==> config.mk <==
export PLATFORM = sky130hd
export DESIGN_NAME = paft_pipe
export DESIGN_NICKNAME = d
export VERILOG_FILES = /design/src/paft_pkg.sv /design/src/paft_pipe.sv
export SDC_FILE = /design/constraint.sdc
export NUM_CORES = 2
export LEC_CHECK = 0
export BUFFER_PORTS_ARGS = -buffer_cell sky130_fd_sc_hd__buf_4
export CORE_MARGIN = 1
export CORE_UTILIZATION = 51
export CTS_CLUSTER_DIAMETER = 200
export CTS_CLUSTER_SIZE = 30
export DETAILED_ROUTE_END_ITERATION = 8
export PLACE_DENSITY = 0.79
export SLEW_MARGIN = 20
export SYNTH_ARGS = -nofsm -noshare
export SYNTH_HDL_FRONTEND = slang
export SYNTH_SLANG_ARGS = --single-unit
==> constraint.sdc <==
create_clock -name clk -period 12.9 [get_ports clk]
set_input_delay 2.58 -clock clk [delete_from_list [all_inputs] [get_ports clk]]
set_output_delay 2.58 -clock clk [all_outputs]
set_load 0.05 [all_outputs]
==> src/paft_pkg.sv <==
// ---------------------------------------------------------------------------
// paft_pkg: shared types and constants for the 2D point transform
// Transform kinds, register indexes, angle constants and the sine table
// generator used at elaboration.
// ---------------------------------------------------------------------------
`default_nettype none

package paft_pkg;

    localparam int ANGLE_BITS       = 9;
    localparam int SCALE_BITS       = 8;
    localparam int KIND_BITS        = 3;
    localparam int CFG_INDEX_BITS   = 3;
    localparam int NUM_TRIG_ENTRIES = 91;
    localparam int TRIG_IDX_BITS    = 7;

    // cycles from a register write until the derived coefficients are valid
    localparam int SETTLE_CYCLES = 4;
    localparam int SETTLE_BITS   = $clog2(SETTLE_CYCLES + 1);

    localparam logic [63:0] PI_Q30 = 64'd3373259426;

    localparam logic [ANGLE_BITS-1:0] DEG_90  = 9'd90;
    localparam logic [ANGLE_BITS-1:0] DEG_180 = 9'd180;
    localparam logic [ANGLE_BITS-1:0] DEG_270 = 9'd270;
    localparam logic [ANGLE_BITS-1:0] DEG_360 = 9'd360;

    typedef enum logic [KIND_BITS-1:0] {
        KIND_TRANSLATE,
        KIND_SCALE,
        KIND_ROTATE,
        KIND_REFLECT_X,
        KIND_REFLECT_Y,
        KIND_REFLECT_ORIGIN,
        KIND_REFLECT_DIAG,
        KIND_REFLECT_ANTI
    } kind_t;

    typedef enum logic [CFG_INDEX_BITS-1:0] {
        REG_KIND,
        REG_REF_X,
        REG_REF_Y,
        REG_SCALE_X,
        REG_SCALE_Y,
        REG_ANGLE
    } cfg_index_t;

    // sin(d degrees), d in 0..90, scaled by 2^frac; Taylor series in Q30
    function automatic logic [63:0] sin_q(input int unsigned d, input int unsigned frac);
        logic [63:0]        x;
        logic [63:0]        x2;
        logic [63:0]        term;
        logic signed [63:0] sum;
        x    = (64'(d) * PI_Q30 + 64'd90) / 64'd180;
        x2   = (x * x) >> 30;
        term = x;
        sum  = $signed(x);
        term = ((term * x2) >> 30) / 64'd6;   sum = sum - $signed(term);
        term = ((term * x2) >> 30) / 64'd20;  sum = sum + $signed(term);
        term = ((term * x2) >> 30) / 64'd42;  sum = sum - $signed(term);
        term = ((term * x2) >> 30) / 64'd72;  sum = sum + $signed(term);
        term = ((term * x2) >> 30) / 64'd110; sum = sum - $signed(term);
        term = ((term * x2) >> 30) / 64'd156; sum = sum + $signed(term);
        term = ((term * x2) >> 30) / 64'd210; sum = sum - $signed(term);
        term = ((term * x2) >> 30) / 64'd272; sum = sum + $signed(term);
        term = ((term * x2) >> 30) / 64'd342; sum = sum - $signed(term);
        term = ((term * x2) >> 30) / 64'd420; sum = sum + $signed(term);
        if (sum < 64'sd0)
        begin
            sum = 64'sd0;
        end
        if (sum > (64'sd1 <<< 30))
        begin
            sum = 64'sd1 <<< 30;
        end
        return (64'(sum) + (64'd1 << (29 - frac))) >> (30 - frac);
    endfunction

endpackage

`default_nettype wire

==> src/paft_pipe.sv <==
// ---------------------------------------------------------------------------
// paft_pipe: point datapath
// Five stages: capture, multiply, round, sum, saturate. Per-stage valid
// bits; a stage advances when the one after it is empty or advancing.
// ---------------------------------------------------------------------------
`default_nettype none

module paft_pipe
    import paft_pkg::*;
#(
    parameter int COORD_BITS     = 16,
    parameter int TRIG_FRAC_BITS = 14
) (
    input  wire logic                                           clk,
    input  wire logic                                           rst_n,
    input  wire logic                                           in_valid,
    output logic                                                in_ready,
    input  wire logic signed [COORD_BITS-1:0]                   in_x,
    input  wire logic signed [COORD_BITS-1:0]                   in_y,
    input  wire logic signed [TRIG_FRAC_BITS+SCALE_BITS-1:0]    ax,
    input  wire logic signed [TRIG_FRAC_BITS+SCALE_BITS-1:0]    bx,
    input  wire logic signed [TRIG_FRAC_BITS+SCALE_BITS-1:0]    ay,
    input  wire logic signed [TRIG_FRAC_BITS+SCALE_BITS-1:0]    by,
    input  wire logic signed [COORD_BITS+8:0]                   tx,
    input  wire logic signed [COORD_BITS+8:0]                   ty,
    input  wire logic                                           coef_ok,
    output logic                                                out_valid,
    input  wire logic                                           out_ready,
    output logic signed [COORD_BITS-1:0]                        out_x,
    output logic signed [COORD_BITS-1:0]                        out_y,
    output logic                                                out_clipped
);

    localparam int F  = TRIG_FRAC_BITS;
    localparam int CW = F + SCALE_BITS;
    localparam int PW = COORD_BITS + CW;
    localparam int TW = COORD_BITS + 9;
    localparam int SW = TW + 2;

    localparam logic signed [PW:0]   HALF_P  = {{(PW+1-F){1'b0}}, 1'b1, {(F-1){1'b0}}};
    localparam logic signed [SW-1:0] SAT_HI  = {{(SW-COORD_BITS+1){1'b0}},
                                                {(COORD_BITS-1){1'b1}}};
    localparam logic signed [SW-1:0] SAT_LO  = {{(SW-COORD_BITS+1){1'b1}},
                                                {(COORD_BITS-1){1'b0}}};
    localparam logic signed [COORD_BITS-1:0] OUT_MAX = {1'b0, {(COORD_BITS-1){1'b1}}};
    localparam logic signed [COORD_BITS-1:0] OUT_MIN = {1'b1, {(COORD_BITS-1){1'b0}}};

    logic                          v1_reg, v2_reg, v3_reg, v4_reg, v5_reg;
    logic                          rdy1, rdy2, rdy3, rdy4, rdy5;
    logic                          accept;

    logic signed [COORD_BITS-1:0]  x1_reg, y1_reg;
    logic signed [PW-1:0]          pxa_reg, pyb_reg, pxc_reg, pyd_reg;
    logic signed [PW:0]            rxa_sum, ryb_sum, rxc_sum, ryd_sum;
    logic signed [PW:0]            rxa_sh, ryb_sh, rxc_sh, ryd_sh;
    logic signed [TW-1:0]          rxa_reg, ryb_reg, rxc_reg, ryd_reg;
    logic signed [SW-1:0]          sum_x_reg, sum_y_reg;
    logic signed [COORD_BITS-1:0]  out_x_next, out_y_next;
    logic                          clip_x, clip_y;
    logic signed [COORD_BITS-1:0]  out_x_reg, out_y_reg;
    logic                          clip_reg;

    assign rdy5     = !v5_reg || out_ready;
    assign rdy4     = !v4_reg || rdy5;
    assign rdy3     = !v3_reg || rdy4;
    assign rdy2     = !v2_reg || rdy3;
    assign rdy1     = !v1_reg || rdy2;
    assign in_ready = rdy1 && coef_ok;
    assign accept   = in_valid && in_ready;

    always_ff @(posedge clk or negedge rst_n)
    begin
        if (!rst_n)
        begin
            v1_reg <= 1'b0;
            v2_reg <= 1'b0;
            v3_reg <= 1'b0;
            v4_reg <= 1'b0;
            v5_reg <= 1'b0;
        end
        else
        begin
            if (rdy1) v1_reg <= accept;
            if (rdy2) v2_reg <= v1_reg;
            if (rdy3) v3_reg <= v2_reg;
            if (rdy4) v4_reg <= v3_reg;
            if (rdy5) v5_reg <= v4_reg;
        end
    end

    // round half up: floor(p / 2^F + 1/2)
    always_comb
    begin
        rxa_sum = (PW+1)'(pxa_reg) + HALF_P;
        ryb_sum = (PW+1)'(pyb_reg) + HALF_P;
        rxc_sum = (PW+1)'(pxc_reg) + HALF_P;
        ryd_sum = (PW+1)'(pyd_reg) + HALF_P;
        rxa_sh  = rxa_sum >>> F;
        ryb_sh  = ryb_sum >>> F;
        rxc_sh  = rxc_sum >>> F;
        ryd_sh  = ryd_sum >>> F;
    end

    always_comb
    begin
        clip_x     = 1'b0;
        clip_y     = 1'b0;
        out_x_next = sum_x_reg[COORD_BITS-1:0];
        out_y_next = sum_y_reg[COORD_BITS-1:0];
        if (sum_x_reg > SAT_HI)
        begin
            out_x_next = OUT_MAX;
            clip_x     = 1'b1;
        end
        else if (sum_x_reg < SAT_LO)
        begin
            out_x_next = OUT_MIN;
            clip_x     = 1'b1;
        end
        if (sum_y_reg > SAT_HI)
        begin
            out_y_next = OUT_MAX;
            clip_y     = 1'b1;
        end
        else if (sum_y_reg < SAT_LO)
        begin
            out_y_next = OUT_MIN;
            clip_y     = 1'b1;
        end
    end

    always_ff @(posedge clk)
    begin
        if (rdy1)
        begin
            x1_reg <= in_x;
            y1_reg <= in_y;
        end
        if (rdy2)
        begin
            pxa_reg <= PW'(x1_reg) * PW'(ax);
            pyb_reg <= PW'(y1_reg) * PW'(bx);
            pxc_reg <= PW'(x1_reg) * PW'(ay);
            pyd_reg <= PW'(y1_reg) * PW'(by);
        end
        if (rdy3)
        begin
            rxa_reg <= rxa_sh[TW-1:0];
            ryb_reg <= ryb_sh[TW-1:0];
            rxc_reg <= rxc_sh[TW-1:0];
            ryd_reg <= ryd_sh[TW-1:0];
        end
        if (rdy4)
        begin
            sum_x_reg <= SW'(rxa_reg) + SW'(ryb_reg) + SW'(tx);
            sum_y_reg <= SW'(rxc_reg) + SW'(ryd_reg) + SW'(ty);
        end
        if (rdy5)
        begin
            out_x_reg <= out_x_next;
            out_y_reg <= out_y_next;
            clip_reg  <= clip_x || clip_y;
        end
    end

    assign out_valid   = v5_reg;
    assign out_x       = out_x_reg;
    assign out_y       = out_y_reg;
    assign out_clipped = clip_reg;

endmodule

`default_nettype wire

Yosys cells after proc, flatten, opt, wreduce, memory -nomap -nowiden
Index checks and enable logic that the tools add are counted.
{"block": "totals", "regBits": 376, "out_inout_bits": 35, "elab_cells": 55, "input_bits": 175}
{"block": "classes", "muxes": 6, "order_cmp": 4, "addsub": 8, "n_reduce_logical": 13, "n_mul": 4}
{"op": "$add 38x15->39 const B", "count": 4}
{"op": "$mul 16x22->38", "count": 4}
{"op": "$add 26x25->27", "count": 2}
{"op": "$gt 27x16->1 const B", "count": 2}
{"op": "$lt 27x16->1 const B", "count": 2}
{"op": "$add 25x25->26", "count": 2}
{"op": "$mux 16", "count": 2}
{"op": "$logic_or 1x1->1", "count": 6}
{"op": "$logic_not 1->1", "count": 5}
{"op": "$mux 1", "count": 4}
{"op": "$logic_and 1x1->1", "count": 2}

Logic depth before layout (Yosys ltp)
{"block": "depth", "word_depth": 8, "ltp_mapped": 28}

Worst setup path before layout
No wires, ideal clock.
{"block": "synth_path", "path_type": "input -> output", "startpoint": "input port out_ready", "endpoint": "output port in_ready", "path_buffers": 0, "setup_slack_ns": 2.960, "stages": 5, "t_arrival_ns": 7.360, "cell_sequence": "nor2b_1 -> nand4_1 -> inv_1 -> nand2_1 -> and2_1"}
{"block": "synth_via", "elab_chain_cells": 6}
{"element": "start: declaration", "line_no": "paft_pipe.sv:28", "source": "input wire logic out_ready,"}
{"element": "$logic_or 1x1->1", "line_no": "paft_pipe.sv:63", "source": "assign rdy5 = !v5_reg || out_ready;"}
{"element": "$logic_or 1x1->1", "line_no": "paft_pipe.sv:64", "source": "assign rdy4 = !v4_reg || rdy5;"}
{"element": "$logic_or 1x1->1", "line_no": "paft_pipe.sv:65", "source": "assign rdy3 = !v3_reg || rdy4;"}
{"element": "$logic_or 1x1->1", "line_no": "paft_pipe.sv:66", "source": "assign rdy2 = !v2_reg || rdy3;"}
{"element": "named net rdy2", "line_no": "paft_pipe.sv:49", "source": "logic rdy1, rdy2, rdy3, rdy4, rdy5;"}
{"element": "$logic_or 1x1->1", "line_no": "paft_pipe.sv:67", "source": "assign rdy1 = !v1_reg || rdy2;"}
{"element": "$logic_and 1x1->1", "line_no": "paft_pipe.sv:68", "source": "assign in_ready = rdy1 && coef_ok;"}
{"element": "end: declaration", "line_no": "paft_pipe.sv:17", "source": "output logic in_ready,"}
The timed path passes the listed nets, and every way through them passes these cells.

Final worst setup path
{"block": "layout_path", "startpoint": "input port bx[11]", "endpoint": "register pyb_reg[37] (data pin)"}
{"block": "layout_via", "elab_chain_cells": 1}
{"element": "start: declaration", "line_no": "paft_pipe.sv:21", "source": "input wire logic signed [TRIG_FRAC_BITS+SCALE_BITS-1:0] bx,"}
{"element": "$mul 16x22->38", "line_no": "paft_pipe.sv:142", "source": "pyb_reg <= PW'(y1_reg) * PW'(bx);"}
{"element": "end signal: assignment", "line_no": "paft_pipe.sv:142"}
{"element": "end: declaration", "line_no": "paft_pipe.sv:53", "source": "logic signed [PW-1:0] pxa_reg, pyb_reg, pxc_reg, pyd_reg;"}
No other way between the ends.
A chain may end at the register's enable or synchronous reset.

==> results.txt <==
DRC Markers: 39
Layout Nets: 8505
R2R setup slack: 5410 ps
Sequential fraction of the synthesis area: 15.2%
Max-slew headroom: 30.7%
Dpl ws: 3510 ps
Drt first-iter violations: 3168
Crit path launch type: primary input
Dominant synthesized flop cell: edfxtp_1
All-Layer GR Usage: 24.9%
Highest Clock Rate: 114 MHz
Peak per-stage delay on the critical path: 560 ps
Net count after synthesis: 8479
Worst R2R End: pyb_reg[37]
RSZ-0062 raised after global routing: false
Worst Reg-to-Reg Cells: 26
Post-synthesis mux area share: 0.0176%
CP arrival: 9140 ps
Die area: 127000 µm²
Total CTS buffers: 19
First-pass DRT Iterations: 9
Rows: 129
Buf+Inv Stages, Crit Path: 6
Hold/Removal Path Class: register to register
Netlist cell types: 69
Hold Path Depth: 1
Core Util, Final: 54.5%
Adder-Cell Fraction of Synth Area: 53.1%
Mapped Area: 63800 µm²
First-pass GRT wire length: 247000 µm
Clock Tree Root: clkbuf_16
Yosys reg bits: 324
Io pins: 210
Initial antenna violation count: 14
Hold path start: v2_reg
Violated checks: design-rule violations
Worst path slowest cell: fa_1
Die height: 356 µm
Final number of setup-violating endpoints: 0
Setup TNS: 0 ps
Setup ws final: 4110 ps
Post-route insts no fill: 8138
Mean number of vias per cell: 5.37
Mean Syn Cell Area: 9.89 µm²
Placer Congestion: 0.898
Dominant combinational cell family by area after synthesis: adder cells
Routed Antenna Nets: 0
Met1 WL: 57700 µm
Port buffer count: 209
Critical Path Most Common Cell: fa_1
Share of cells above drive strength 1: 4.74%
Wire per inst: 18.7 µm
Met2 wire length: 73200 µm
CTS Buffer Depth: 3
CTS tree: done
Simple-gate share of the synthesized area: 14.0%
EDFF count, synth: 319
Worst slew pin tran: 1040 ps
Layout overhead on the synthesized area: 5.89%
Asr flop ratio synth: 1.54%
Hold Violations, Final: 0
Data required, critical path: 13240 ps
Max cap viols: 0
Minimum clock period: 8790 ps
Cell count after synthesis: 6454
Hpwl dp: 119000 µm
Status: finished, violations left
Clk sinks: 324
Starting Density: 51.5%
Total grt overflow: 0
Worst-Skew Late Latency: 620 ps
Vias after detailed routing: 43.7k
Critical path type: primary input to register
FF-to-FF Start: y1_reg[2]
Postcts setup bufs: 0
Largest net degree at the start of global routing: 59
Post-CTS Hold Buffers: 0
Htree depth: 1
Total wire length: 152000 µm
Dpl cells: 8096
Worst setup EP type: register
# resized after CTS: 0
Clock Skew: 68.1 ps
DIE WIDTH: 356 µm
DR WL met3: 13100 µm
Top Layer Used: met5
Vias in the first global route: 48.0k
CP delay by family, top: adder cells
Synthesis Warnings: 0
Core Box Area: 124000 µm²
Hold endpoint: v3_reg
Worst-path fanout max: 16
Post-synthesis compound-gate area fraction: 3.46%
Clock Pin Slew Worst Setup and Hold Paths: 110 ps
Synth Area in XOR/XNOR: 3.42%
Final Max Slew Viols: 0
Final cycle utilization of the critical path: 68.2%
## final cells by class
cell class / count / area [µm²]
fill: 10600 / 56400
tap: 1637 / 2050
antenna: 8 / 20.0
multi-input combinational: 4289 / 47300
clock buffer: 24 / 494
sequential: 324 / 9700
inverter: 1595 / 5990
clock inverter: 10 / 204
timing repair buffer: 251 / 1880
## routing by layer
layer | global-route usage [%] | up-vias
met5 | 0 | -
met4 | 10.8 | 2
met3 | 4.30 | 410
met2 | 41.8 | 1739
met1 | 31.9 | 22400
li1 | - | 19100
## cell usage in the layout (no fill, tap or decap), types with 19 or more instances in the layout
master,netlist,final
inv_1,1593,1593
fa_1,1432,1432
nand2_1,857,855
and2_1,540,540
ha_1,418,418
edfxtp_1,319,319
buf_4,0,251
nor2_1,189,189
xnor2_1,182,182
a21oi_1,81,81
a21o_1,73,73
xor2_1,67,67
nand3_1,65,64
o21ai_0,50,50
nor3_1,44,44
nand2b_1,43,43
nand4_1,41,41
o21a_1,35,35
nor2b_1,26,26
and3_1,22,22
clkbuf_16,0,19
## per-stage QoR
step	hold slack (ps)	area [µm²]
2_1_floorplan	435	63800
3_3_place_gp	447	66900
3_5_place_dp	457	66900
4_1_cts	486	67600
5_1_grt	510	67600
6_report	483	67600
## cells by family after synthesis
kind of cell	count (synthesis)
simple gates	1859
fa+ha+maj	1850
buf+inv	1841
compound gates	330
flops	324
xor+xnor	249
mux	1
## how the worst max path moves through the flow
stage,endpoint,startpoint,cells after the start
CTS,pyb_reg[37],bx[11],26
floorplan,in_ready,out_ready,5
global placement,pyb_reg[37],bx[11],26
detailed placement,pyb_reg[37],bx[11],26
global route,pyb_reg[37],bx[11],26
finish,pyb_reg[37],bx[11],26
## synth_stat cells, types with 7 or more instances
| cell | count | share of area (%) |
|---|---|---|
| clkbuf_1 | 242 | 1.4 |
| nand4_1 | 41 | 0.40 |
| nor2b_1 | 26 | 0.25 |
| and2_1 | 540 | 5.3 |
| xnor2_1 | 182 | 2.5 |
| nand3_1 | 65 | 0.51 |
| a31oi_1 | 11 | 0.11 |
| nor3_1 | 44 | 0.34 |
| edfxtp_1 | 319 | 15 |
| nand2_1 | 857 | 5.0 |
| a21oi_1 | 81 | 0.64 |
| fa_1 | 1432 | 45 |
| a21o_1 | 73 | 0.86 |
| or3_1 | 7 | 0.069 |
| and3_1 | 22 | 0.22 |
| nand2b_1 | 43 | 0.42 |
| a211oi_1 | 13 | 0.15 |
| nor2_1 | 189 | 1.1 |
| o21ai_0 | 50 | 0.39 |
| inv_1 | 1593 | 9.4 |
| ha_1 | 418 | 8.2 |
| o21a_1 | 35 | 0.41 |
| xor2_1 | 67 | 0.92 |
Power is left out: the tool's default activity adds up to more than one toggle a clock period on the data nets, which glitch-free logic cannot reach.
