===== config.mk =====
export PLATFORM = sky130hd
export DESIGN_NAME = paft_coef
export DESIGN_NICKNAME = d
export VERILOG_FILES = /design/src/paft_pkg.sv /design/src/paft_trig.sv /design/src/paft_coef.sv
export SDC_FILE = /design/constraint.sdc
export NUM_CORES = 2
export LEC_CHECK = 0
export CORE_ASPECT_RATIO = 1.25
export CORE_MARGIN = 5
export CORE_UTILIZATION = 58
export CTS_BUF_LIST = sky130_fd_sc_hd__clkbuf_4
export DETAILED_ROUTE_END_ITERATION = 8
export DONT_BUFFER_PORTS = 1
export PLACE_DENSITY = 0.84
export SYNTH_ARGS = -nofsm -noshare
export SYNTH_HDL_FRONTEND = slang
export SYNTH_SLANG_ARGS = --single-unit
export TNS_END_PERCENT = 100

===== constraint.sdc =====
create_clock -name clk -period 8.3 [get_ports clk]
set_input_delay 0 -clock clk [delete_from_list [all_inputs] [get_ports clk]]
set_output_delay 0 -clock clk [all_outputs]
set_load 0.005 [all_outputs]

===== src/paft_pkg.sv =====
// ---------------------------------------------------------------------------
// paft_pkg: shared types and constants for the 2D point transform
// Transform kinds, register indexes, angle constants and the sine table
// generator used at elaboration.
// ---------------------------------------------------------------------------
`default_nettype none

package paft_pkg;

    localparam int ANGLE_BITS       = 9;
    localparam int SCALE_BITS       = 8;
    localparam int KIND_BITS        = 3;
    localparam int CFG_INDEX_BITS   = 3;
    localparam int NUM_TRIG_ENTRIES = 91;
    localparam int TRIG_IDX_BITS    = 7;

    // cycles from a register write until the derived coefficients are valid
    localparam int SETTLE_CYCLES = 4;
    localparam int SETTLE_BITS   = $clog2(SETTLE_CYCLES + 1);

    localparam logic [63:0] PI_Q30 = 64'd3373259426;

    localparam logic [ANGLE_BITS-1:0] DEG_90  = 9'd90;
    localparam logic [ANGLE_BITS-1:0] DEG_180 = 9'd180;
    localparam logic [ANGLE_BITS-1:0] DEG_270 = 9'd270;
    localparam logic [ANGLE_BITS-1:0] DEG_360 = 9'd360;

    typedef enum logic [KIND_BITS-1:0] {
        KIND_TRANSLATE,
        KIND_SCALE,
        KIND_ROTATE,
        KIND_REFLECT_X,
        KIND_REFLECT_Y,
        KIND_REFLECT_ORIGIN,
        KIND_REFLECT_DIAG,
        KIND_REFLECT_ANTI
    } kind_t;

    typedef enum logic [CFG_INDEX_BITS-1:0] {
        REG_KIND,
        REG_REF_X,
        REG_REF_Y,
        REG_SCALE_X,
        REG_SCALE_Y,
        REG_ANGLE
    } cfg_index_t;

    // sin(d degrees), d in 0..90, scaled by 2^frac; Taylor series in Q30
    function automatic logic [63:0] sin_q(input int unsigned d, input int unsigned frac);
        logic [63:0]        x;
        logic [63:0]        x2;
        logic [63:0]        term;
        logic signed [63:0] sum;
        x    = (64'(d) * PI_Q30 + 64'd90) / 64'd180;
        x2   = (x * x) >> 30;
        term = x;
        sum  = $signed(x);
        term = ((term * x2) >> 30) / 64'd6;   sum = sum - $signed(term);
        term = ((term * x2) >> 30) / 64'd20;  sum = sum + $signed(term);
        term = ((term * x2) >> 30) / 64'd42;  sum = sum - $signed(term);
        term = ((term * x2) >> 30) / 64'd72;  sum = sum + $signed(term);
        term = ((term * x2) >> 30) / 64'd110; sum = sum - $signed(term);
        term = ((term * x2) >> 30) / 64'd156; sum = sum + $signed(term);
        term = ((term * x2) >> 30) / 64'd210; sum = sum - $signed(term);
        term = ((term * x2) >> 30) / 64'd272; sum = sum + $signed(term);
        term = ((term * x2) >> 30) / 64'd342; sum = sum - $signed(term);
        term = ((term * x2) >> 30) / 64'd420; sum = sum + $signed(term);
        if (sum < 64'sd0)
        begin
            sum = 64'sd0;
        end
        if (sum > (64'sd1 <<< 30))
        begin
            sum = 64'sd1 <<< 30;
        end
        return (64'(sum) + (64'd1 << (29 - frac))) >> (30 - frac);
    endfunction

endpackage

`default_nettype wire


===== src/paft_trig.sv =====
// ---------------------------------------------------------------------------
// paft_trig: sine and cosine lookup
// Folds the angle into the first quadrant, then reads the constant table.
// Two register stages.
// ---------------------------------------------------------------------------
`default_nettype none

module paft_trig
    import paft_pkg::*;
#(
    parameter int TRIG_FRAC_BITS = 14
) (
    input  wire logic                           clk,
    input  wire logic [ANGLE_BITS-1:0]          angle,
    output logic signed [TRIG_FRAC_BITS+1:0]    sin_val,
    output logic signed [TRIG_FRAC_BITS+1:0]    cos_val
);

    localparam int TRW = TRIG_FRAC_BITS + 2;

    logic signed [TRW-1:0]     sin_tab [NUM_TRIG_ENTRIES];

    logic [ANGLE_BITS-1:0]     ang_mod;
    logic [ANGLE_BITS-1:0]     sin_idx_next;
    logic [ANGLE_BITS-1:0]     cos_idx_next;
    logic                      sin_neg_next;
    logic                      cos_neg_next;

    logic [TRIG_IDX_BITS-1:0]  sin_idx_reg;
    logic [TRIG_IDX_BITS-1:0]  cos_idx_reg;
    logic                      sin_neg_reg;
    logic                      cos_neg_reg;
    logic signed [TRW-1:0]     sin_reg;
    logic signed [TRW-1:0]     cos_reg;

    for (genvar i = 0; i < NUM_TRIG_ENTRIES; i++)
    begin : g_tab
        assign sin_tab[i] = TRW'(sin_q(i, TRIG_FRAC_BITS));
    end

    // quadrant folding; cos(d) = sin(90 - d)
    always_comb
    begin
        ang_mod = (angle >= DEG_360) ? angle - DEG_360 : angle;
        if (ang_mod <= DEG_90)
        begin
            sin_idx_next = ang_mod;
            cos_idx_next = DEG_90 - ang_mod;
            sin_neg_next = 1'b0;
            cos_neg_next = 1'b0;
        end
        else if (ang_mod <= DEG_180)
        begin
            sin_idx_next = DEG_180 - ang_mod;
            cos_idx_next = ang_mod - DEG_90;
            sin_neg_next = 1'b0;
            cos_neg_next = 1'b1;
        end
        else if (ang_mod <= DEG_270)
        begin
            sin_idx_next = ang_mod - DEG_180;
            cos_idx_next = DEG_270 - ang_mod;
            sin_neg_next = 1'b1;
            cos_neg_next = 1'b1;
        end
        else
        begin
            sin_idx_next = DEG_360 - ang_mod;
            cos_idx_next = ang_mod - DEG_270;
            sin_neg_next = 1'b1;
            cos_neg_next = 1'b0;
        end
    end

    always_ff @(posedge clk)
    begin
        sin_idx_reg <= sin_idx_next[TRIG_IDX_BITS-1:0];
        cos_idx_reg <= cos_idx_next[TRIG_IDX_BITS-1:0];
        sin_neg_reg <= sin_neg_next;
        cos_neg_reg <= cos_neg_next;
        sin_reg     <= sin_neg_reg ? -sin_tab[sin_idx_reg] : sin_tab[sin_idx_reg];
        cos_reg     <= cos_neg_reg ? -sin_tab[cos_idx_reg] : sin_tab[cos_idx_reg];
    end

    assign sin_val = sin_reg;
    assign cos_val = cos_reg;

endmodule

`default_nettype wire


===== src/paft_coef.sv =====
// ---------------------------------------------------------------------------
// paft_coef: configuration registers and matrix coefficients
// Holds the registers and derives the linear terms (Q fraction) and the
// constant offsets (integer) of both output columns.
// ---------------------------------------------------------------------------
`default_nettype none

module paft_coef
    import paft_pkg::*;
#(
    parameter int COORD_BITS     = 16,
    parameter int TRIG_FRAC_BITS = 14
) (
    input  wire logic                                        clk,
    input  wire logic                                        rst_n,
    input  wire logic                                        cfg_valid,
    input  wire logic [CFG_INDEX_BITS-1:0]                   cfg_index,
    input  wire logic [((COORD_BITS > ANGLE_BITS) ? COORD_BITS : ANGLE_BITS)-1:0] cfg_data,
    output logic signed [TRIG_FRAC_BITS+SCALE_BITS-1:0]      ax,
    output logic signed [TRIG_FRAC_BITS+SCALE_BITS-1:0]      bx,
    output logic signed [TRIG_FRAC_BITS+SCALE_BITS-1:0]      ay,
    output logic signed [TRIG_FRAC_BITS+SCALE_BITS-1:0]      by,
    output logic signed [COORD_BITS:0]                       tx_hi_unused_guard,
    output logic signed [COORD_BITS+8:0]                     tx,
    output logic signed [COORD_BITS+8:0]                     ty,
    output logic                                             coef_ok
);

    localparam int F   = TRIG_FRAC_BITS;
    localparam int CW  = F + SCALE_BITS;
    localparam int TW  = COORD_BITS + 9;
    localparam int TRW = F + 2;
    localparam int OMW = F + 3;
    localparam int RPW = COORD_BITS + F + 3;
    localparam int RSW = RPW + 1;
    localparam int SCW = SCALE_BITS + 1;

    localparam logic signed [CW-1:0]  COEF_ONE  = {{(CW-F-1){1'b0}}, 1'b1, {F{1'b0}}};
    localparam logic signed [CW-1:0]  COEF_ZERO = '0;
    localparam logic signed [OMW-1:0] ONE_W     = {2'b00, 1'b1, {F{1'b0}}};
    localparam logic signed [RSW-1:0] HALF_R    = {{(RSW-F){1'b0}}, 1'b1, {(F-1){1'b0}}};
    localparam logic signed [SCW-1:0] ONE_S     = {{(SCW-1){1'b0}}, 1'b1};

    kind_t                          kind_reg;
    logic signed [COORD_BITS-1:0]   ref_x_reg;
    logic signed [COORD_BITS-1:0]   ref_y_reg;
    logic signed [SCALE_BITS-1:0]   scale_x_reg;
    logic signed [SCALE_BITS-1:0]   scale_y_reg;
    logic [ANGLE_BITS-1:0]          angle_reg;
    logic [SETTLE_BITS-1:0]         settle_reg;

    logic signed [TRW-1:0]          sin_val;
    logic signed [TRW-1:0]          cos_val;
    logic signed [OMW-1:0]          one_minus_c;
    logic signed [SCW-1:0]          one_minus_sx;
    logic signed [SCW-1:0]          one_minus_sy;

    logic signed [RPW-1:0]          p_rx_omc_reg;
    logic signed [RPW-1:0]          p_ry_s_reg;
    logic signed [RPW-1:0]          p_ry_omc_reg;
    logic signed [RPW-1:0]          p_rx_s_reg;
    logic signed [TW-1:0]           p_rx_sc_reg;
    logic signed [TW-1:0]           p_ry_sc_reg;
    logic signed [CW-1:0]           ax_reg;
    logic signed [CW-1:0]           bx_reg;
    logic signed [CW-1:0]           ay_reg;
    logic signed [CW-1:0]           by_reg;

    logic signed [RSW-1:0]          rot_x_sum;
    logic signed [RSW-1:0]          rot_y_sum;
    logic signed [RSW-1:0]          rot_x_sh;
    logic signed [RSW-1:0]          rot_y_sh;
    logic signed [TW-1:0]           tx_next;
    logic signed [TW-1:0]           ty_next;
    logic signed [TW-1:0]           tx_reg;
    logic signed [TW-1:0]           ty_reg;

    // register file and settle counter
    always_ff @(posedge clk or negedge rst_n)
    begin
        if (!rst_n)
        begin
            kind_reg    <= KIND_TRANSLATE;
            ref_x_reg   <= '0;
            ref_y_reg   <= '0;
            scale_x_reg <= SCALE_BITS'(1);
            scale_y_reg <= SCALE_BITS'(1);
            angle_reg   <= '0;
            settle_reg  <= SETTLE_BITS'(SETTLE_CYCLES);
        end
        else
        begin
            if (cfg_valid)
            begin
                settle_reg <= SETTLE_BITS'(SETTLE_CYCLES);
                unique case (cfg_index_t'(cfg_index))
                    REG_KIND:    kind_reg    <= kind_t'(cfg_data[KIND_BITS-1:0]);
                    REG_REF_X:   ref_x_reg   <= cfg_data[COORD_BITS-1:0];
                    REG_REF_Y:   ref_y_reg   <= cfg_data[COORD_BITS-1:0];
                    REG_SCALE_X: scale_x_reg <= cfg_data[SCALE_BITS-1:0];
                    REG_SCALE_Y: scale_y_reg <= cfg_data[SCALE_BITS-1:0];
                    REG_ANGLE:   angle_reg   <= cfg_data[ANGLE_BITS-1:0];
                    default:     ;
                endcase
            end
            else if (settle_reg != '0)
            begin
                settle_reg <= settle_reg - SETTLE_BITS'(1);
            end
        end
    end

    paft_trig #(
        .TRIG_FRAC_BITS (TRIG_FRAC_BITS)
    ) u_trig (
        .clk     (clk),
        .angle   (angle_reg),
        .sin_val (sin_val),
        .cos_val (cos_val)
    );

    assign one_minus_c  = ONE_W - OMW'(cos_val);
    assign one_minus_sx = ONE_S - SCW'(scale_x_reg);
    assign one_minus_sy = ONE_S - SCW'(scale_y_reg);

    // products of the offsets, and the linear coefficients per kind
    always_ff @(posedge clk)
    begin
        p_rx_omc_reg <= RPW'(ref_x_reg) * RPW'(one_minus_c);
        p_ry_s_reg   <= RPW'(ref_y_reg) * RPW'(sin_val);
        p_ry_omc_reg <= RPW'(ref_y_reg) * RPW'(one_minus_c);
        p_rx_s_reg   <= RPW'(ref_x_reg) * RPW'(sin_val);
        p_rx_sc_reg  <= TW'(ref_x_reg) * TW'(one_minus_sx);
        p_ry_sc_reg  <= TW'(ref_y_reg) * TW'(one_minus_sy);

        unique case (kind_reg)
            KIND_TRANSLATE:
            begin
                ax_reg <= COEF_ONE;  bx_reg <= COEF_ZERO;
                ay_reg <= COEF_ZERO; by_reg <= COEF_ONE;
            end
            KIND_SCALE:
            begin
                ax_reg <= {scale_x_reg, {F{1'b0}}}; bx_reg <= COEF_ZERO;
                ay_reg <= COEF_ZERO;                by_reg <= {scale_y_reg, {F{1'b0}}};
            end
            KIND_ROTATE:
            begin
                ax_reg <= CW'(cos_val);  bx_reg <= -CW'(sin_val);
                ay_reg <= CW'(sin_val);  by_reg <= CW'(cos_val);
            end
            KIND_REFLECT_X:
            begin
                ax_reg <= COEF_ONE;  bx_reg <= COEF_ZERO;
                ay_reg <= COEF_ZERO; by_reg <= -COEF_ONE;
            end
            KIND_REFLECT_Y:
            begin
                ax_reg <= -COEF_ONE; bx_reg <= COEF_ZERO;
                ay_reg <= COEF_ZERO; by_reg <= COEF_ONE;
            end
            KIND_REFLECT_ORIGIN:
            begin
                ax_reg <= -COEF_ONE; bx_reg <= COEF_ZERO;
                ay_reg <= COEF_ZERO; by_reg <= -COEF_ONE;
            end
            KIND_REFLECT_DIAG:
            begin
                ax_reg <= COEF_ZERO; bx_reg <= COEF_ONE;
                ay_reg <= COEF_ONE;  by_reg <= COEF_ZERO;
            end
            KIND_REFLECT_ANTI:
            begin
                ax_reg <= COEF_ZERO; bx_reg <= -COEF_ONE;
                ay_reg <= -COEF_ONE; by_reg <= COEF_ZERO;
            end
        endcase
    end

    // offset column per kind; the rotation pivot offset is rounded half up once
    always_comb
    begin
        rot_x_sum = RSW'(p_rx_omc_reg) + RSW'(p_ry_s_reg) + HALF_R;
        rot_y_sum = RSW'(p_ry_omc_reg) - RSW'(p_rx_s_reg) + HALF_R;
        rot_x_sh  = rot_x_sum >>> F;
        rot_y_sh  = rot_y_sum >>> F;
        unique case (kind_reg)
            KIND_TRANSLATE:
            begin
                tx_next = TW'(ref_x_reg);
                ty_next = TW'(ref_y_reg);
            end
            KIND_SCALE:
            begin
                tx_next = p_rx_sc_reg;
                ty_next = p_ry_sc_reg;
            end
            KIND_ROTATE:
            begin
                tx_next = rot_x_sh[TW-1:0];
                ty_next = rot_y_sh[TW-1:0];
            end
            default:
            begin
                tx_next = '0;
                ty_next = '0;
            end
        endcase
    end

    always_ff @(posedge clk)
    begin
        tx_reg <= tx_next;
        ty_reg <= ty_next;
    end

    assign ax      = ax_reg;
    assign bx      = bx_reg;
    assign ay      = ay_reg;
    assign by      = by_reg;
    assign tx      = tx_reg;
    assign ty      = ty_reg;
    assign tx_hi_unused_guard = tx_reg[COORD_BITS:0];
    assign coef_ok = (settle_reg == '0);

endmodule

`default_nettype wire


Word-level counts from Yosys, hierarchy flattened
Memory sizes are Yosys's and may differ from the RTL's.
Index checks and enable logic that the tools add are counted.
Word-level totals
  memory bits (writable): 0
  bits in registers: 429
  input bits: 22
  latch bits: 0
  bits in read-only memories: 4096
  memories kept: 2
Memories
  (name not given): words 128, bits a word 16, read ports 1, clocked after memory_dff 0, wr ports 0, line paft_trig.sv:81  | sin_reg <= sin_neg_reg ? -sin_tab[sin_idx_reg] : sin_tab[sin_idx_reg];
  (name not given): words 128, bits a word 16, read ports 1, clocked after memory_dff 0, wr ports 0, line paft_trig.sv:82  | cos_reg <= cos_neg_reg ? -sin_tab[cos_idx_reg] : sin_tab[cos_idx_reg];
Operators by class
  muxes and demuxes: 24
  bitwise gates (word level): 2
  reduce and logical (&&, ||, !) cells: 17
  add/subtract/negate cells: 19
  divide/modulo/power cells: 0
  magnitude comparators: 6
  shift-type cells: 0
  equality and inequality tests: 12
  $mul: 6
Operators by type and width (number)
  $pmux 22 s5: 2
  $pmux 22 s4: 2
  $pmux 25 s3: 2
  $mux 16: 6
  $add 34x15->34 const B: 2
  $mul 16x17->33: 2
  $mul 16x16->32: 2
  $mul 16x9->25: 2
  $mux 7: 6
  $add 33x32->34: 1
  $sub 33x32->34: 1
  $neg 16->16: 2
  $neg 16->22: 1
  $eq 3x3->1 const B: 6
  $sub 2x8->9 const A: 2
  $sub 16x16->17 const A: 1
  $ge 8x8->1 const B: 2
  $not 7->8: 2
  $sub 7x7->7 const A: 2
  $eq 3x2->1 const B: 4
  $reduce_and 2->1: 6
  $reduce_or 2->1: 5
  $ge 9x9->1 const B: 1
  $le 9x7->1 const B: 1
  other kinds (17): 23

Logic depth before layout (Yosys ltp)
  depth in word-level cells: 6
  gate-level depth with buffers: 32
  depth with buffers taken out: 30

Modules after synthesis
Synthesis repeated with hierarchy kept, for this count alone.
Second synthesis, totals
  cell total of the unflattened synthesis: 7756
  area, all modules: 70611.5 µm²
By module, submodules not included
  paft_coef: cells each 6856, area each 64137.8 µm², instances 1
  paft_trig: cells each 900, area each 6473.7 µm², instances 1

Worst setup path before layout
Ideal clock, no wire load.
  path type: register to register
  start point: register u_trig.cos_reg[2], in the netlist u_trig.cos_val[2]
  end point: register p_ry_omc_reg[31]
  path buffers: 1
  required time: 8182 ps
  stages on the path, launching flop included: 29
  period minus slack after synthesis: 7419 ps
  path slack: 881 ps
  data arrival time: 7301 ps
  cells stage by stage: dfxtp_1 -> nor4_1 -> nand2b_1 -> nor2_1 -> nand2_1 -> or4_1 -> xnor2_1 -> clkbuf_1 -> nand2_1 -> fa_1 -> fa_1 -> fa_1 -> inv_1 -> fa_1 -> fa_1 -> inv_1 -> fa_1 -> inv_1 -> ha_1 -> and3_1 -> a32oi_1 -> a31oi_1 -> nor3_2 -> o21ai_1 -> a21oi_1 -> o21ai_1 -> a41o_1 -> o41a_1 -> xor2_1
Between the ends
  cells in the longest elaborated chain, start to end: 2
Ends and longest elaborated chain
  start: declaration: line paft_trig.sv:34  | logic signed [TRW-1:0] cos_reg;
  start signal: assignment: line paft_trig.sv:82
  $sub 16x16->17: line paft_coef.sv:122  | assign one_minus_c = ONE_W - OMW'(cos_val);
  $mul 16x17->33: line paft_coef.sv:131  | p_ry_omc_reg <= RPW'(ref_y_reg) * RPW'(one_minus_c);
  end signal: assignment: line paft_coef.sv:131
  end: declaration: line paft_coef.sv:60  | logic signed [RPW-1:0] p_ry_omc_reg;
Every way passes these cells.
A chain may end at the register's enable or synchronous reset.

Worst setup path after layout
  start point: register u_trig.sin_reg[1], in the netlist u_trig.sin_val[1]
  end point: register p_rx_s_reg[31] (netlist name)
Between the ends
  cells in the longest elaborated chain, start to end: 1
Ends and longest elaborated chain
  start: declaration: line paft_trig.sv:33  | logic signed [TRW-1:0] sin_reg;
  start signal: assignment: line paft_trig.sv:81
  $mul 16x16->32: line paft_coef.sv:132  | p_rx_s_reg <= RPW'(ref_x_reg) * RPW'(sin_val);
Every way passes these cells.

==> flow_summary.yaml <==
run_status:
  run_status: "finished, final reports clean"
synthesis:
  ys.flop_type: "dfxtp_1"
  yosys.area_share.adder: 0.4823
  synth_edf_count: 0
  synthXorXnorAreaFrac: 0.03774
  synth_cell_types: 103
  yosysWarnings: 0
  synthSimpleGateAreaFrac: 0.1461
  ys_ff_latch: 421
  synthMuxAreaShare: 0.01731
  synth.avg_cell_area_um2: 9.132
  syn-instance-count: 7701
  synth_top_family_by_area: "adder cells"
  syn_nets: 9643
  syn-cell-area_mm2: 0.07032
  postSynth.asyncResetShare: 0.1496
  synth_compound_area_frac: 0.08330
  synth-seq-area-share: 0.1244
setup_path:
  start_kind: "flip-flop"
  timing.rr.start: "u_trig.sin_val[1]"
  path_max_fanout: 23
  critical_path_class: "reg2reg"
  crit_start: "u_trig.sin_val[1]"
  reg2reg_slack_ps: 330
  rr_endpoint: "p_rx_s_reg[31]"
  cp.arrival_ps: 8870
  required_ps: 9200
  crit_path_end: "p_rx_s_reg[31]"
  end_kind: "flip-flop"
  reg2reg_depth: 23
worst_hold_path:
  hold_class: "in2async"
floorplanning:
  start_util: 0.5855
  dieWidth_um: 321.4
  rows: 142
  fp.coreArea_mm2: 0.1201
  die_area_mm2: 0.1284
  fp.dieH_um: 399.3
  ios: 178
sta:
  tightest_slew_ps: 1408
  period_needed_ps: 7967
  fmax_ghz: 0.1255
  setup-violations-final: 0
  slew-limit-headroom: 0.06125
  slew_viol_final: 0
  tns_ps: 0
  worst_slack_ps: 332.8
  period_share: 0.9599
  hold_viol_final: 0
  clock_skew_ps: 121.9
finish:
  layout.nets: 9531
  multiInputGateArea_mm2: 0.05413
  n_fill_cell: 9516
  fin_util: 0.6171
  drive_gt1_frac: 0.06364
  register_area_mm2: 0.008753
  final_cells: 9288
  area_growth_syn_to_layout_pct: 5.388
place:
  post-place-ws_ps: 6.093
  portBuffers: 0
  dpl.hpwl_um: 151400
  place_inst: 8989
  gp_congestion: 0.9513
clock_network:
  numCtsBuffers: 109
  clk_latency_ps: 1130
  cts_sinks: 421
  root_buffer: "clkbuf_4"
  clk_pin_slew_ps: 120
  h-tree-depth: 3
  cts_tree: "built"
  cts_max_path_buffers: 3
global_routing:
  overflow: 0
  grt_use_met2: 0.5112
  use_met3: 0.08048
  grt_antenna_before_repair: 15
  met1_usage: 0.3441
  grt_start_max_net_pins: 77
  grt-busiest-layer: "met2"
  grt_usage: 0.3131
  grt_pass1_wl_um: 315800
  grt_pass1_vias: 60075
routing:
  ant_nets: 0
  via_per_inst: 5.903
  num_vias: 54831
  firstDrtPassIters: 6
  wl_um: 197400
  drtIter0Drc: 4558
  wl_per_cell_um: 21.26
  drc: 0
job:
  drv_cap: 0
==> cell usage after synthesis, types with 11 or more instances <==
cell,n,area [um2]
a21oi_1,261,1306
clkbuf_1,342,1284
a211oi_1,45,337.8
inv_1,1546,5803
nor3_1,52,260.3
nand2_1,874,3281
dfxtp_1,358,7167
mux2i_1,26,260.3
nor2_1,214,803.3
a21o_1,96,720.7
xor2_1,77,674.4
o21ai_1,14,70.07
o211ai_1,20,150.1
buf_2,32,160.2
a31oi_1,22,137.6
buf_1,20,75.07
fa_1,1315,26330
xnor2_1,221,1936
mux2_2,59,664.4
o21ai_0,181,905.9
o31ai_1,14,105.1
nand3_1,67,335.3
a22oi_1,18,135.1
or3_1,40,250.2
ha_1,605,7570
o21a_1,46,345.3
buf_4,29,217.7
nand2b_1,101,631.9
nor2b_1,38,237.7
and2_1,545,3410
dfrtp_1,60,1501
a211o_1,11,96.34
nand4_1,18,112.6
mux4_2,13,292.8
or2_2,12,75.07
o21bai_1,25,187.7
and3_1,59,369.1
==> worst min path at each step <==
stage                 from              to  cells past startpoint
2_1_floorplan        rst_n    angle_reg[0]                      0
3_3_place_gp         rst_n  scale_x_reg[7]                      0
3_5_place_dp         rst_n  scale_x_reg[3]                      0
4_1_cts        cfg_data[4]    ref_x_reg[4]                      2
5_1_grt              rst_n    ref_x_reg[3]                      4
6_report             rst_n    ref_x_reg[3]                      4
==> placed cells by master, fill, tap and decap left out, types with 64 or more instances in the layout <==
cell type | Yosys | final
nor2_1 | 214 | 212
nand3_1 | 67 | 67
inv_1 | 1546 | 1546
buf_4 | 29 | 133
dlygate4sd3_1 | 0 | 64
fa_1 | 1315 | 1315
nand2_1 | 874 | 872
nand2b_1 | 101 | 101
a21o_1 | 96 | 96
xnor2_1 | 221 | 212
a21oi_1 | 261 | 261
xor2_1 | 77 | 72
ha_1 | 605 | 605
clkbuf_4 | 0 | 140
and2_1 | 545 | 544
dfxtp_1 | 358 | 354
o21ai_0 | 181 | 180
==> metal layers <==
| metal | wire, um | part of all wire |
|---|---|---|
| met5 | 36 | 0.00018 |
| met4 | 19850 | 0.10 |
| met3 | 19630 | 0.099 |
| met2 | 92320 | 0.47 |
| met1 | 65600 | 0.33 |
==> cells by family (layout without fill, tap and decap cells) <==
family | after synthesis | count (layout)
and+or+nand+nor | 2081 | 2081
DFF | 421 | 421
AOI/OAI and AO/OA | 894 | 894
xor gates and xnor gates | 300 | 300
buffers and inverters | 1985 | 1968
other | 0 | 20
adders and majority gates | 1922 | 1922
muxes | 98 | 98
==> stage by stage <==
step	cell area, um2	hold WS [ps]
2_1_floorplan	70320	-295.6
3_3_place_gp	71720	-288.2
3_5_place_dp	71720	-290.3
4_1_cts	73940	1.432
5_1_grt	74080	127.0
6_report	74110	79.27
==> repair_timing <==
action / 4_1_cts / 5_1_grt
hold buffers: 66 / 0
pin swaps: 1 / 3
setup buffers: 2 / 4
setup endpoints to repair: 2 / 14
endpoints found under the hold margin: 126 / 0
resized for setup: 1 / 14
gates cloned: 0 / 1
==> worst max-delay path: stages (launching register included) <==
cell and delay, ps:
dfxtp_1 1050, buf_4 410, nand2_1 120, fa_1 540, inv_1 50, fa_1 520, inv_1 50, fa_1 500
inv_1 60, fa_1 530, inv_1 50, fa_1 480, inv_1 50, fa_1 440, ha_1 400, a21oi_1 90
o21ai_0 300, a211oi_1 130, a21oi_1 360, nand2_1 200, o31a_1 370, o21ai_0 440, nor4_1 100, nor3_1 490
==> cell type report <==
cell class                      count  area share
Multi-Input combinational cell   5295      0.7303
Inverter                         1555     0.07879
Timing Repair Buffer              207     0.02497
Antenna cell                       20   0.0006753
Clock buffer                      140     0.01418
Sequential cell                   421      0.1181
Clock inverter                     66    0.006179
Tap cell                         1584     0.02674
Power is left out: the tool's default activity adds up to more than one toggle a clock period on the data nets, which glitch-free logic cannot reach.
